File: src/rtl/core/apbc_pkg.sv
// ----------------------------------------------------------------------------
// apbc_pkg
// Shared types and constants of the audio driven buck controller.
// ----------------------------------------------------------------------------
package apbc_pkg;

    // fixed scaling constants of the control loop
    localparam logic [31:0] CENTRE_CODE = 32'd2048;
    localparam logic [31:0] COEFF_ONE   = 32'd256;
    localparam logic [31:0] VOLT_SCALE  = 32'd4800;

    // register indexes of the configuration port
    localparam logic [3:0] REG_FILTER_COEFF  = 4'd0;
    localparam logic [3:0] REG_VOLUME_GAIN   = 4'd1;
    localparam logic [3:0] REG_TARGET_OFFSET = 4'd2;
    localparam logic [3:0] REG_PROP_GAIN     = 4'd3;
    localparam logic [3:0] REG_INTEG_GAIN    = 4'd4;
    localparam logic [3:0] REG_INTEG_LIMIT   = 4'd5;
    localparam logic [3:0] REG_DUTY_MAX      = 4'd6;
    localparam logic [3:0] REG_DUTY_MIN      = 4'd7;

    // register reset values
    localparam logic [8:0]  RST_FILTER_COEFF  = 9'd100;
    localparam logic [7:0]  RST_VOLUME_GAIN   = 8'd30;
    localparam logic [24:0] RST_TARGET_OFFSET = 25'd8039075;
    localparam logic [7:0]  RST_PROP_GAIN     = 8'd3;
    localparam logic [7:0]  RST_INTEG_GAIN    = 8'd7;
    localparam logic [27:0] RST_INTEG_LIMIT   = 28'd134217728;
    localparam logic [15:0] RST_DUTY_MAX      = 16'hFFFF;
    localparam logic [15:0] RST_DUTY_MIN      = 16'h0000;

    // post-multiply arithmetic shift of the shared unit
    typedef enum logic [1:0] {
        SH_NONE = 2'd0,
        SH_8    = 2'd1,
        SH_16   = 2'd2
    } t_shift;

    // one operation of the shared multiply-shift-add unit
    typedef struct packed {
        logic [31:0] a;
        logic [31:0] b;
        logic [31:0] c;
        t_shift      sh;
    } t_mac_op;

    // sequencer states
    typedef enum logic [8:0] {
        ST_IDLE  = 9'b000000001,
        ST_FILT1 = 9'b000000010,
        ST_FILT2 = 9'b000000100,
        ST_TGT   = 9'b000001000,
        ST_ERR   = 9'b000010000,
        ST_INTEG = 9'b000100000,
        ST_LIMIT = 9'b001000000,
        ST_DUTY  = 9'b010000000,
        ST_CLAMP = 9'b100000000
    } t_state;

endpackage

File: src/rtl/core/apbc_in_if.sv
// ----------------------------------------------------------------------------
// apbc_in_if
// Sample channel: one audio and one voltage converter reading per transfer.
// ----------------------------------------------------------------------------
interface apbc_in_if;
    logic        valid;
    logic        ready;
    logic [11:0] audio_sample;
    logic [11:0] voltage_sample;

    modport source (output valid, output audio_sample, output voltage_sample, input ready);
    modport sink   (input valid, input audio_sample, input voltage_sample, output ready);
endinterface

File: src/rtl/core/apbc_out_if.sv
// ----------------------------------------------------------------------------
// apbc_out_if
// Duty channel: clamped duty value and status flags per transfer.
// ----------------------------------------------------------------------------
interface apbc_out_if;
    logic        valid;
    logic        ready;
    logic [15:0] duty_value;
    logic        clamped_high;
    logic        clamped_low;
    logic        integ_held;

    modport source (output valid, output duty_value, output clamped_high,
                    output clamped_low, output integ_held, input ready);
    modport sink   (input valid, input duty_value, input clamped_high,
                    input clamped_low, input integ_held, output ready);
endinterface

File: src/rtl/core/apbc_mac.sv
// ----------------------------------------------------------------------------
// apbc_mac
// Shared 32-bit multiply, arithmetic shift and add: y = ((a*b) >>> sh) + c.
// ----------------------------------------------------------------------------
module apbc_mac (
    input  apbc_pkg::t_mac_op i_op,
    output logic [31:0]       o_y
);

    logic        [31:0] w_prod;
    logic signed [31:0] w_shift;

    // product wraps at 32 bits
    assign w_prod = i_op.a * i_op.b;

    // arithmetic shift keeps the sign
    always_comb begin
        case (i_op.sh)
            apbc_pkg::SH_8:  w_shift = $signed(w_prod) >>> 8;
            apbc_pkg::SH_16: w_shift = $signed(w_prod) >>> 16;
            default:         w_shift = $signed(w_prod);
        endcase
    end

    assign o_y = w_shift + i_op.c;

endmodule

File: src/rtl/core/audio_pi_buck_controller.sv
// ----------------------------------------------------------------------------
// audio_pi_buck_controller
// PI duty controller for a buck stage driven by a low-pass filtered audio
// target. Each sample pair is taken, the work runs through one shared
// multiply-shift-add unit under a small sequencer, and one duty result is
// produced per sample. A result is valid once its sample has gone through
// the sequencer: seven sequencer steps each make one pass through the shared
// 32x32 multiply-shift-add unit, and a final clamp step loads the output
// register. The input is not ready while a sample is at work; a finished
// result waits in the output register and the next sample is accepted
// meanwhile, the final clamp step only holding when an earlier result has
// still not been taken. Registers are written through a plain write port
// while the block is idle: a rule for the user, the block itself does not
// enforce it. Indexes above 7 are ignored.
// ----------------------------------------------------------------------------
module audio_pi_buck_controller (
    input  logic               i_clk,
    input  logic               i_rst_n,
    input  logic               i_cfg_we,
    input  logic [3:0]         i_cfg_idx,
    input  logic [27:0]        i_cfg_data,
    apbc_in_if.sink            i_in,
    apbc_out_if.source         o_out
);

    // configuration registers
    logic [8:0]  r_filter_coeff;
    logic [7:0]  r_volume_gain;
    logic [24:0] r_target_offset;
    logic [7:0]  r_prop_gain;
    logic [7:0]  r_integ_gain;
    logic [27:0] r_integ_limit;
    logic [15:0] r_duty_max;
    logic [15:0] r_duty_min;

    // loop state and working registers
    apbc_pkg::t_state r_state, n_state;
    logic [31:0] r_fs;
    logic [28:0] r_integ;
    logic [31:0] r_acc;
    logic [31:0] r_err;
    logic [11:0] r_audio;
    logic [11:0] r_volt;
    logic        r_held;

    // output register
    logic        r_out_valid;
    logic [15:0] r_duty_value;
    logic        r_clamped_high;
    logic        r_clamped_low;
    logic        r_integ_held;

    apbc_pkg::t_mac_op w_op;
    logic [31:0]        w_y;
    logic signed [31:0] w_lim;
    logic               w_held;
    logic               w_in_xfer;
    logic               w_out_free;
    logic               w_hi;
    logic               w_lo;

    assign w_in_xfer  = i_in.valid && i_in.ready;
    assign w_out_free = !r_out_valid || o_out.ready;
    assign i_in.ready = (r_state == apbc_pkg::ST_IDLE);

    // configuration writes
    always_ff @(posedge i_clk) begin
        if (!i_rst_n) begin
            r_filter_coeff  <= apbc_pkg::RST_FILTER_COEFF;
            r_volume_gain   <= apbc_pkg::RST_VOLUME_GAIN;
            r_target_offset <= apbc_pkg::RST_TARGET_OFFSET;
            r_prop_gain     <= apbc_pkg::RST_PROP_GAIN;
            r_integ_gain    <= apbc_pkg::RST_INTEG_GAIN;
            r_integ_limit   <= apbc_pkg::RST_INTEG_LIMIT;
            r_duty_max      <= apbc_pkg::RST_DUTY_MAX;
            r_duty_min      <= apbc_pkg::RST_DUTY_MIN;
        end else if (i_cfg_we) begin
            unique case (i_cfg_idx)
                apbc_pkg::REG_FILTER_COEFF:  r_filter_coeff  <= i_cfg_data[8:0];
                apbc_pkg::REG_VOLUME_GAIN:   r_volume_gain   <= i_cfg_data[7:0];
                apbc_pkg::REG_TARGET_OFFSET: r_target_offset <= i_cfg_data[24:0];
                apbc_pkg::REG_PROP_GAIN:     r_prop_gain     <= i_cfg_data[7:0];
                apbc_pkg::REG_INTEG_GAIN:    r_integ_gain    <= i_cfg_data[7:0];
                apbc_pkg::REG_INTEG_LIMIT:   r_integ_limit   <= i_cfg_data;
                apbc_pkg::REG_DUTY_MAX:      r_duty_max      <= i_cfg_data[15:0];
                apbc_pkg::REG_DUTY_MIN:      r_duty_min      <= i_cfg_data[15:0];
                default: ;
            endcase
        end
    end

    // operand selection for the shared unit
    always_comb begin
        w_op = '{a: 32'd0, b: 32'd0, c: 32'd0, sh: apbc_pkg::SH_NONE};
        unique case (r_state)
            apbc_pkg::ST_FILT1: begin
                w_op.a  = {23'd0, r_filter_coeff};
                w_op.b  = r_fs;
                w_op.sh = apbc_pkg::SH_8;
            end
            apbc_pkg::ST_FILT2: begin
                w_op.a = apbc_pkg::COEFF_ONE - {23'd0, r_filter_coeff};
                w_op.b = {20'd0, r_audio} - apbc_pkg::CENTRE_CODE;
                w_op.c = r_acc;
            end
            apbc_pkg::ST_TGT: begin
                w_op.a = r_fs;
                w_op.b = {24'd0, r_volume_gain};
                w_op.c = {{7{r_target_offset[24]}}, r_target_offset};
            end
            apbc_pkg::ST_ERR: begin
                w_op.a = {20'd0, r_volt};
                w_op.b = 32'd0 - apbc_pkg::VOLT_SCALE;
                w_op.c = r_acc;
            end
            apbc_pkg::ST_INTEG: begin
                w_op.a = r_err;
                w_op.b = 32'd1;
                w_op.c = {{3{r_integ[28]}}, r_integ};
            end
            apbc_pkg::ST_LIMIT: begin
                w_op.a  = {24'd0, r_prop_gain};
                w_op.b  = r_err;
                w_op.sh = apbc_pkg::SH_16;
            end
            apbc_pkg::ST_DUTY: begin
                w_op.a  = {24'd0, r_integ_gain};
                w_op.b  = {{3{r_integ[28]}}, r_integ};
                w_op.c  = r_acc;
                w_op.sh = apbc_pkg::SH_16;
            end
            default: ;
        endcase
    end

    apbc_mac u_mac (
        .i_op (w_op),
        .o_y  (w_y)
    );

    // integrator bound test on the candidate sum, strict on both sides
    assign w_lim  = $signed({4'd0, r_integ_limit});
    assign w_held = !(($signed(r_acc) < w_lim) && ($signed(r_acc) > -w_lim));

    // duty clamp, high bound checked first
    assign w_hi = $signed(r_acc) >= $signed({16'd0, r_duty_max});
    assign w_lo = !w_hi && ($signed(r_acc) <= $signed({16'd0, r_duty_min}));

    // sequencer next state
    always_comb begin
        n_state = r_state;
        unique case (r_state)
            apbc_pkg::ST_IDLE:  if (w_in_xfer) n_state = apbc_pkg::ST_FILT1;
            apbc_pkg::ST_FILT1: n_state = apbc_pkg::ST_FILT2;
            apbc_pkg::ST_FILT2: n_state = apbc_pkg::ST_TGT;
            apbc_pkg::ST_TGT:   n_state = apbc_pkg::ST_ERR;
            apbc_pkg::ST_ERR:   n_state = apbc_pkg::ST_INTEG;
            apbc_pkg::ST_INTEG: n_state = apbc_pkg::ST_LIMIT;
            apbc_pkg::ST_LIMIT: n_state = apbc_pkg::ST_DUTY;
            apbc_pkg::ST_DUTY:  n_state = apbc_pkg::ST_CLAMP;
            apbc_pkg::ST_CLAMP: if (w_out_free) n_state = apbc_pkg::ST_IDLE;
            default:            n_state = apbc_pkg::ST_IDLE;
        endcase
    end

    // control state
    always_ff @(posedge i_clk) begin
        if (!i_rst_n) begin
            r_state     <= apbc_pkg::ST_IDLE;
            r_fs        <= 32'd0;
            r_integ     <= 29'd0;
            r_out_valid <= 1'b0;
        end else begin
            r_state <= n_state;
            if (r_state == apbc_pkg::ST_FILT2) begin
                r_fs <= w_y;
            end
            if (r_state == apbc_pkg::ST_LIMIT && !w_held) begin
                r_integ <= r_acc[28:0];
            end
            if (r_state == apbc_pkg::ST_CLAMP && w_out_free) begin
                r_out_valid <= 1'b1;
            end else if (o_out.ready) begin
                r_out_valid <= 1'b0;
            end
        end
    end

    // working and output payload registers
    always_ff @(posedge i_clk) begin
        if (w_in_xfer) begin
            r_audio <= i_in.audio_sample;
            r_volt  <= i_in.voltage_sample;
        end
        if (r_state == apbc_pkg::ST_FILT1 || r_state == apbc_pkg::ST_TGT
            || r_state == apbc_pkg::ST_ERR || r_state == apbc_pkg::ST_INTEG
            || r_state == apbc_pkg::ST_LIMIT || r_state == apbc_pkg::ST_DUTY) begin
            r_acc <= w_y;
        end
        if (r_state == apbc_pkg::ST_ERR) begin
            r_err <= w_y;
        end
        if (r_state == apbc_pkg::ST_LIMIT) begin
            r_held <= w_held;
        end
        if (r_state == apbc_pkg::ST_CLAMP && w_out_free) begin
            r_clamped_high <= w_hi;
            r_clamped_low  <= w_lo;
            r_integ_held   <= r_held;
            if (w_hi) begin
                r_duty_value <= r_duty_max;
            end else if (w_lo) begin
                r_duty_value <= r_duty_min;
            end else begin
                r_duty_value <= r_acc[15:0];
            end
        end
    end

    assign o_out.valid        = r_out_valid;
    assign o_out.duty_value   = r_duty_value;
    assign o_out.clamped_high = r_clamped_high;
    assign o_out.clamped_low  = r_clamped_low;
    assign o_out.integ_held   = r_integ_held;

    // a held integrator keeps its value
    a_held_stable: assert property (@(posedge i_clk) disable iff (!i_rst_n)
        (r_state == apbc_pkg::ST_LIMIT && w_held) |=> $stable(r_integ))
        else $error("integrator changed while held");

    // a pending result blocks the clamp step
    a_clamp_stall: assert property (@(posedge i_clk) disable iff (!i_rst_n)
        (r_state == apbc_pkg::ST_CLAMP && r_out_valid && !o_out.ready)
        |=> (r_state == apbc_pkg::ST_CLAMP))
        else $error("clamp step overwrote a pending result");

    // clamp flags are exclusive
    a_flags_excl: assert property (@(posedge i_clk) disable iff (!i_rst_n)
        o_out.valid |-> !(o_out.clamped_high && o_out.clamped_low))
        else $error("both clamp flags set");

    // no sample is taken while one is at work
    a_busy_ready: assert property (@(posedge i_clk) disable iff (!i_rst_n)
        w_in_xfer |=> !i_in.ready)
        else $error("input ready while busy");

endmodule

File: src/flat_wrapper.sv
// flat-port wrapper written by rule: the top's interface ports become plain ports
module audio_pi_buck_controller_flat 
  (i_clk, i_rst_n, i_cfg_we, i_cfg_idx, i_cfg_data, i_in_valid, i_in_audio_sample, i_in_voltage_sample, i_in_ready, o_out_valid, o_out_duty_value, o_out_clamped_high, o_out_clamped_low, o_out_integ_held, o_out_ready);
  apbc_in_if i_in_i ();
  apbc_out_if o_out_i ();
  input  logic i_clk;
  input  logic i_rst_n;
  input  logic i_cfg_we;
  input  logic [3:0] i_cfg_idx;
  input  logic [27:0] i_cfg_data;
  input wire logic [$bits(i_in_i.valid)-1:0] i_in_valid;
  input wire logic [$bits(i_in_i.audio_sample)-1:0] i_in_audio_sample;
  input wire logic [$bits(i_in_i.voltage_sample)-1:0] i_in_voltage_sample;
  output wire logic [$bits(i_in_i.ready)-1:0] i_in_ready;
  output wire logic [$bits(o_out_i.valid)-1:0] o_out_valid;
  output wire logic [$bits(o_out_i.duty_value)-1:0] o_out_duty_value;
  output wire logic [$bits(o_out_i.clamped_high)-1:0] o_out_clamped_high;
  output wire logic [$bits(o_out_i.clamped_low)-1:0] o_out_clamped_low;
  output wire logic [$bits(o_out_i.integ_held)-1:0] o_out_integ_held;
  input wire logic [$bits(o_out_i.ready)-1:0] o_out_ready;
  assign i_in_i.valid = i_in_valid;
  assign i_in_i.audio_sample = i_in_audio_sample;
  assign i_in_i.voltage_sample = i_in_voltage_sample;
  assign i_in_ready = i_in_i.ready;
  assign o_out_valid = o_out_i.valid;
  assign o_out_duty_value = o_out_i.duty_value;
  assign o_out_clamped_high = o_out_i.clamped_high;
  assign o_out_clamped_low = o_out_i.clamped_low;
  assign o_out_integ_held = o_out_i.integ_held;
  assign o_out_i.ready = o_out_ready;
  audio_pi_buck_controller u_core (.i_clk(i_clk), .i_rst_n(i_rst_n), .i_cfg_we(i_cfg_we), .i_cfg_idx(i_cfg_idx), .i_cfg_data(i_cfg_data), .i_in(i_in_i), .o_out(o_out_i));
endmodule
File: config.mk
export PLATFORM = sky130hd
export DESIGN_NAME = audio_pi_buck_controller_flat
export DESIGN_NICKNAME = d
export VERILOG_FILES = /design/src/rtl/core/apbc_pkg.sv /design/src/rtl/core/apbc_in_if.sv /design/src/rtl/core/apbc_out_if.sv /design/src/rtl/core/apbc_mac.sv /design/src/rtl/core/audio_pi_buck_controller.sv /design/src/flat_wrapper.sv
export SDC_FILE = /design/constraint.sdc
export NUM_CORES = 2
export LEC_CHECK = 0
export BUFFER_PORTS_ARGS = -buffer_cell sky130_fd_sc_hd__buf_2
export CAP_MARGIN = 30
export CORE_MARGIN = 2
export CORE_UTILIZATION = 65
export CTS_CLUSTER_DIAMETER = 150
export DETAILED_ROUTE_END_ITERATION = 6
export PLACE_DENSITY = 0.81
export SYNTH_ARGS = -nofsm -noshare
export SYNTH_HDL_FRONTEND = slang
export SYNTH_SLANG_ARGS = --single-unit
File: constraint.sdc
create_clock -name i_clk -period 15.8 [get_ports i_clk]
set_clock_uncertainty 0.1 [all_clocks]
set_input_delay 0.79 -clock i_clk [delete_from_list [all_inputs] [get_ports i_clk]]
set_output_delay 0.79 -clock i_clk [all_outputs]
set_load 0.005 [all_outputs]
Word-level counts from Yosys, hierarchy flattened

Cells that the tools add are included.

$add $sub $neg: 4
$mul: 1
Order comparisons: 4
Eq/ne operators: 20
Muxes and demuxes: 11
Reduce and logical (&&, ||, !) cells: 27

Operators by type and width:

| cell                   | number |
|---|---|
| $pmux 64 s7            | 1 |
| $pmux 32 s3            | 1 |
| $pmux 9 s9             | 1 |
| $pmux 31 s2            | 1 |
| $add 32x32->32         | 1 |
| $ge 32x17->1           | 1 |
| $gt 32x32->1           | 1 |
| $le 32x17->1           | 1 |
| $lt 32x29->1           | 1 |
| $mul 32x32->32         | 1 |
| $mux 16                | 2 |
| $neg 28->32            | 1 |
| $mux 9                 | 2 |
| $reduce_and 2->1       | 9 |
| $eq 4x3->1 const B     | 4 |
| $sub 12x12->13 const B | 1 |
| $sub 9x9->10 const A   | 1 |
| $eq 9x1->1 const B     | 1 |
| $eq 9x2->1 const B     | 1 |
| $eq 9x3->1 const B     | 1 |
| $eq 9x4->1 const B     | 1 |
| $eq 9x5->1 const B     | 1 |
| $eq 9x6->1 const B     | 1 |
| $eq 9x7->1 const B     | 1 |
| 17 further kinds       | 30 |

Register bits: 297
Bits of input ports: 61
Output and inout bits: 21
Logic and storage cells: 88

Logic depth before layout (Yosys ltp)

Depth in word-level cells: 6
Gate-level depth with buffers: 55
Gate-level depth less buffers: 50

Hierarchy

A second synthesis with hierarchy kept.

Cells, all modules: 3741
Area, all modules: 33100.5 µm²

Modules (own cells, without submodules):

| module                   | times used | cells each | area each (µm²) | seq. area each (µm²) |
|---|---|---|---|---|
| apbc_mac                 | 1          | 2117       | 18039.8         | 0.0 |
| audio_pi_buck_controller | 1          | 1624       | 15060.7         | 7026.7 |

Worst setup path before layout

No wires, ideal clock.

Kind: reg-to-reg
Start point: register u_core.r_state[1]
End point: register u_core.r_fs[31]
Library setup time: 0.070 ns
Data arrival time: 11.582 ns
Data required time: 15.630 ns
Path slack: 4.048 ns
Stages on the path, launching flop included: 51
Path buffers: 6
Clock period less this slack: 11.752 ns
Cells stage by stage: dfxtp_1 -> nor3_2 -> buf_2 -> and3_1 -> buf_2 -> buf_2 -> clkbuf_1 -> a2111oi_0 -> clkbuf_1 -> nor2_1 -> fa_1 -> fa_1 -> fa_1 -> inv_1 -> fa_1 -> inv_1 -> fa_1 -> inv_1 -> (+15 left out) -> nor2b_4 -> and2_4 -> buf_6 -> a221o_1 -> ha_1 -> and3_1 -> a221o_1 -> a21o_1 -> a21oi_1 -> inv_1 -> a31oi_1 -> o21ai_0 -> a41o_1 -> a21oi_1 -> xnor2_1 -> xnor2_1 -> nand2_1 -> a21boi_1

Word-level cells in the longest chain between the ends: 6
Elaborated cells between the ends (all ways): 17
Classes of those cells: 1 x add/sub; 1 x mul; 9 x eq/ne; 4 x mux; 2 x reduce/logical

Ends and longest elaborated chain:

| element                                                | line                            | text |
|---|---|---|
| start: declaration                                     | audio_pi_buck_controller.sv:37  | `apbc_pkg::t_state r_state, n_state;` |
| start signal: assignment                               | audio_pi_buck_controller.sv:169 | `r_state <= apbc_pkg::ST_IDLE;` |
| start signal: assignment                               | audio_pi_buck_controller.sv:174 | `r_state <= n_state;` |
| branches (longest 5 deep; another with $mul 32x32->32) | n/a                             |  |
| $add 32x32->32 (*)                                     | apbc_mac.sv:25                  | `assign o_y = w_shift + i_op.c;` |
| named net u_core.u_mac.o_y[31]                         | apbc_mac.sv:7                   | `output logic [31:0] o_y` |
| end signal: assignment                                 | audio_pi_buck_controller.sv:176 | `r_fs <= w_y;` |
| end: declaration                                       | audio_pi_buck_controller.sv:38  | `logic [31:0] r_fs;` |

Mark *: on every way through the listed nets, which the timed path passes.
A chain may end at the register's enable or synchronous reset.

Worst setup path after layout

Start point: register u_core.r_state[4]
End point: register u_core.r_fs[31]

The elaborated chain is that of the path after synthesis.

==> flow_summary_export.csv <==
group,metric,value,unit
clock_network,htreeDepth,1,
layout,final_cell_count_no_fill,4348,
routing,vias,26700,
sta,fin_crit_sh,0.854,
outcome,failed_checks,"design-rule violations",
synth,synth.distinct_cells,90,
global_routing,grt_max_degree,95,
sta,worst_slack,2.31,ns
setup_path,max_stage_delay,0.70,ns
clock_network,ctsHoldBuffers,0,
synth,synth-seq-cells,297,
placed_design,gp_congestion,1.03,
placed_design,dpl.hpwl,75500,µm
sta,slew_viol_final,0,
die,core,50000,µm²
layout,nets,4375,
synth,ys_async_sr_fraction,0,
die,fp-row-count,82,
setup_path,cpMostUsedCell,"fa_1",
synth,syn_area,32700,µm²
setup_path,r2r_slack,2.31,ns
pwr,powerDensity,47.0,nW/µm²
global_routing,antenna_found_initial,2,
synth,yosysWarningCount,0,
hold_path,hold_start,"i_in_voltage_sample[10]",
setup_path,required,16.19,ns
outcome,status,"finished with violations",
synth,ys_top_cells_by_area,"fa_1, dfxtp_1, edfxtp_1",
die,die_x,228,µm
routing,wl,97000,µm
synth,synth_edf_count,108,
pwr,ir_worst_vdd,0.0980,mV
sta,rsz0062_at_grt,"no",
routing,post-route-drc-count,1,
clock_network,clk_pin_slew,0.07,ns
sta,fmax,74.1,MHz
setup_path,worst-r2r-cell-count,46,
global_routing,track_usage,0.377,
sta,hold_viol_final,0,
layout,area_delta_synth_final,6.48,%
sta,finalSetupTns,0,ns
clock_network,post_cts_buffers,0,
routing,first_pass_iters,7,
clock_network,cts.sinks,297,
die,die_area,52200,µm²
sta,min_period,13.49,ns
clock_network,cts_tree,"done",
sta,worst_pin_slew,1.20,ns
global_routing,grt_pass1_vias,27200,
setup_path,r2r_end,"u_core.r_fs[31]$_SDFFE_PN0N_",
global_routing,grt_overflow_total,0,
hold_path,min_path_type,"in -> reg",
global_routing,use_met2,0.619,
synth,synth-main-ff-cell,"dfxtp_1",
global_routing,grt.busiest_layer,"met2",
sta,finalSetupViolations,0,
clock_network,cts_resized,0,
synth,yosysSeqAreaShare,0.215,
synth,post-synth-top-area-cell,"fa_1",
run,maxCapViolCount,0,
setup_path,reg2reg_from,"u_core.r_state[4]$_SDFFE_PN0P_",
setup_path,startpoint_type,"flip-flop",
setup_path,arrival,13.89,ns
hold_path,hold_depth,1,
pwr,leakage,16.0,nW
setup_path,critPathMaxFanout,19,
setup_path,cp-end-kind,"flip-flop",
global_routing,grt.met1_usage,0.489,
clock_network,ctsRootBufferMaster,"clkbuf_16",
die,start_util,0.655,
placed_design,dp_cells,4295,
synth,ys_top_cells_by_count,"inv_1, nand2_1, fa_1",
setup_path,worstSetupPathType,"reg -> reg",
die,ios,82,
clock_network,cts.path.max_buffers,3,
routing,drt-wirelength-per-cell,22.3,µm
placed_design,dp_worst_setup_slack,2.41,ns
die,die_h,228,µm
routing,viasPerCell,6.15,
synth,syn_nets,4379,
synth,syn_avg_cell_area,8.95,µm²
setup_path,cpMaxStageDelayCell,"dfxtp_1",
routing,drtIter0Drc,2753,
routing,drtAntennaViolNets,0,
layout,n_fill_cell,3994,
global_routing,met3_usage,0.0571,
synth,postSynthCellCount,3660,
synth,yosysTopAreaCellShare,0.250,
placed_design,io_buffers,81,
synth,yosysMostFrequentCell,"inv_1",
layout,num_antenna_cells,0,
layout,drive_gt1_frac,0.0764,
clock_network,cts_buffers,27,
clock_network,insertion_delay,0.56,ns
hold_path,min_to,"u_core.r_volt[10]$_DFFE_PP_",
global_routing,grt_pass1_wl,153000,µm
sta,slew-limit-headroom,0.197,
## sequential cells by signal, indices dropped and copies added, names as in the netlist, 8 cells and up
name                     flops
u_core.r_volume_gain         8
u_core.r_prop_gain           8
u_core.r_integ_gain          8
u_core.r_state               9
u_core.r_fs                 32
u_core.r_err                32
u_core.r_integ_limit        28
u_core.r_target_offset      25
u_core.r_duty_max           16
u_core.r_acc                32
u_core.r_integ              29
u_core.r_duty_min           16
u_core.r_filter_coeff        9
u_core.r_audio              12
u_core.o_out.duty_value     16
u_core.r_volt               12
## critical path, delay by kind of cell (launching register included)
kind            cells  cell delay [ns]
simple gates        8             2.41
fa+ha+maj          10             4.50
compound gates     18             3.76
xor+xnor            4             0.65
flops               1             0.70
buf+inv             6             1.29
## where the power goes
| part | switching, W | total, W | internal, W |
|---|---|---|---|
| registers | 0.0000142 | 0.000817 | 0.000803 |
| clock network | 0.000299 | 0.000686 | 0.000387 |
| logic | 0.0000850 | 0.000137 | 0.0000517 |
| total | 0.000398 | 0.00164 | 0.00124 |
## worst max-delay path by stage
stage	startpoint	endpoint	slack, ns	depth (start not counted)
floorplan	u_core.r_state[1]$_SDFFE_PN0P_	u_core.r_fs[31]$_SDFFE_PN0N_	4.05	50
global placement	u_core.r_state[2]$_SDFFE_PN0P_	u_core.r_fs[31]$_SDFFE_PN0N_	2.71	47
detailed placement	u_core.r_state[2]$_SDFFE_PN0P_	u_core.r_fs[31]$_SDFFE_PN0N_	2.41	47
CTS	u_core.r_state[2]$_SDFFE_PN0P_	u_core.r_fs[31]$_SDFFE_PN0N_	2.38	47
global route	u_core.r_state[4]$_SDFFE_PN0P_	u_core.r_fs[31]$_SDFFE_PN0N_	1.55	46
finish	u_core.r_state[4]$_SDFFE_PN0P_	u_core.r_fs[31]$_SDFFE_PN0N_	2.31	46
## through the flow
| stage | total power, W | utilization | hold slack, ns | instance area (µm²) |
|---|---|---|---|---|
| detailed placement | 0.000967 | 0.678 | 0.356 | 33900 |
| CTS | 0.00164 | 0.697 | 0.291 | 34800 |
| global placement | 0.000964 | 0.677 | 0.351 | 33800 |
| global route | 0.00169 | 0.698 | 0.298 | 34900 |
| finish | 0.00164 | 0.698 | 0.303 | 34900 |
| floorplan | 0.000916 | - | 0.300 | 32700 |
## per-layer routing
layer,vias to the layer above,wire length (µm)
met3,331,9430
li1,11900,-
met5,-,9
met4,2,5750
met2,1340,44900
met1,13100,37000
## area by class of cell
| type | count | area [µm²] | area share |
|---|---|---|---|
| clock buffer | 39 | 802 | 0.0230 |
| clock inverter | 10 | 114 | 0.00327 |
| inverter | 623 | 2340 | 0.0671 |
| multi-input combinational | 2564 | 22800 | 0.654 |
| sequential | 297 | 7030 | 0.202 |
| tap | 672 | 841 | 0.0241 |
| timing repair buffer | 143 | 942 | 0.0270 |
## cells in the final DEF (no fill, tap or decap), types with 73 or more instances in the layout
cell type / instances
nand2_1: 435
a21boi_0: 88
a21oi_1: 106
a21o_1: 73
xnor2_1: 103
fa_1: 409
nor2_1: 317
buf_2: 81
inv_1: 616
dfxtp_1: 189
ha_1: 249
edfxtp_1: 108
## kinds of logic after synthesis
| group | after synthesis | synth area share |
|---|---|---|
| AOI/OAI and AO/OA | 599 | 0.135 |
| xor gates and xnor gates | 132 | 0.0368 |
| adders and majority gates | 658 | 0.345 |
| buffers and inverters | 799 | 0.0930 |
| DFF | 297 | 0.215 |
| muxes | 71 | 0.0217 |
| and+or+nand+nor | 1104 | 0.154 |
(Power assumes the default switching activity.)
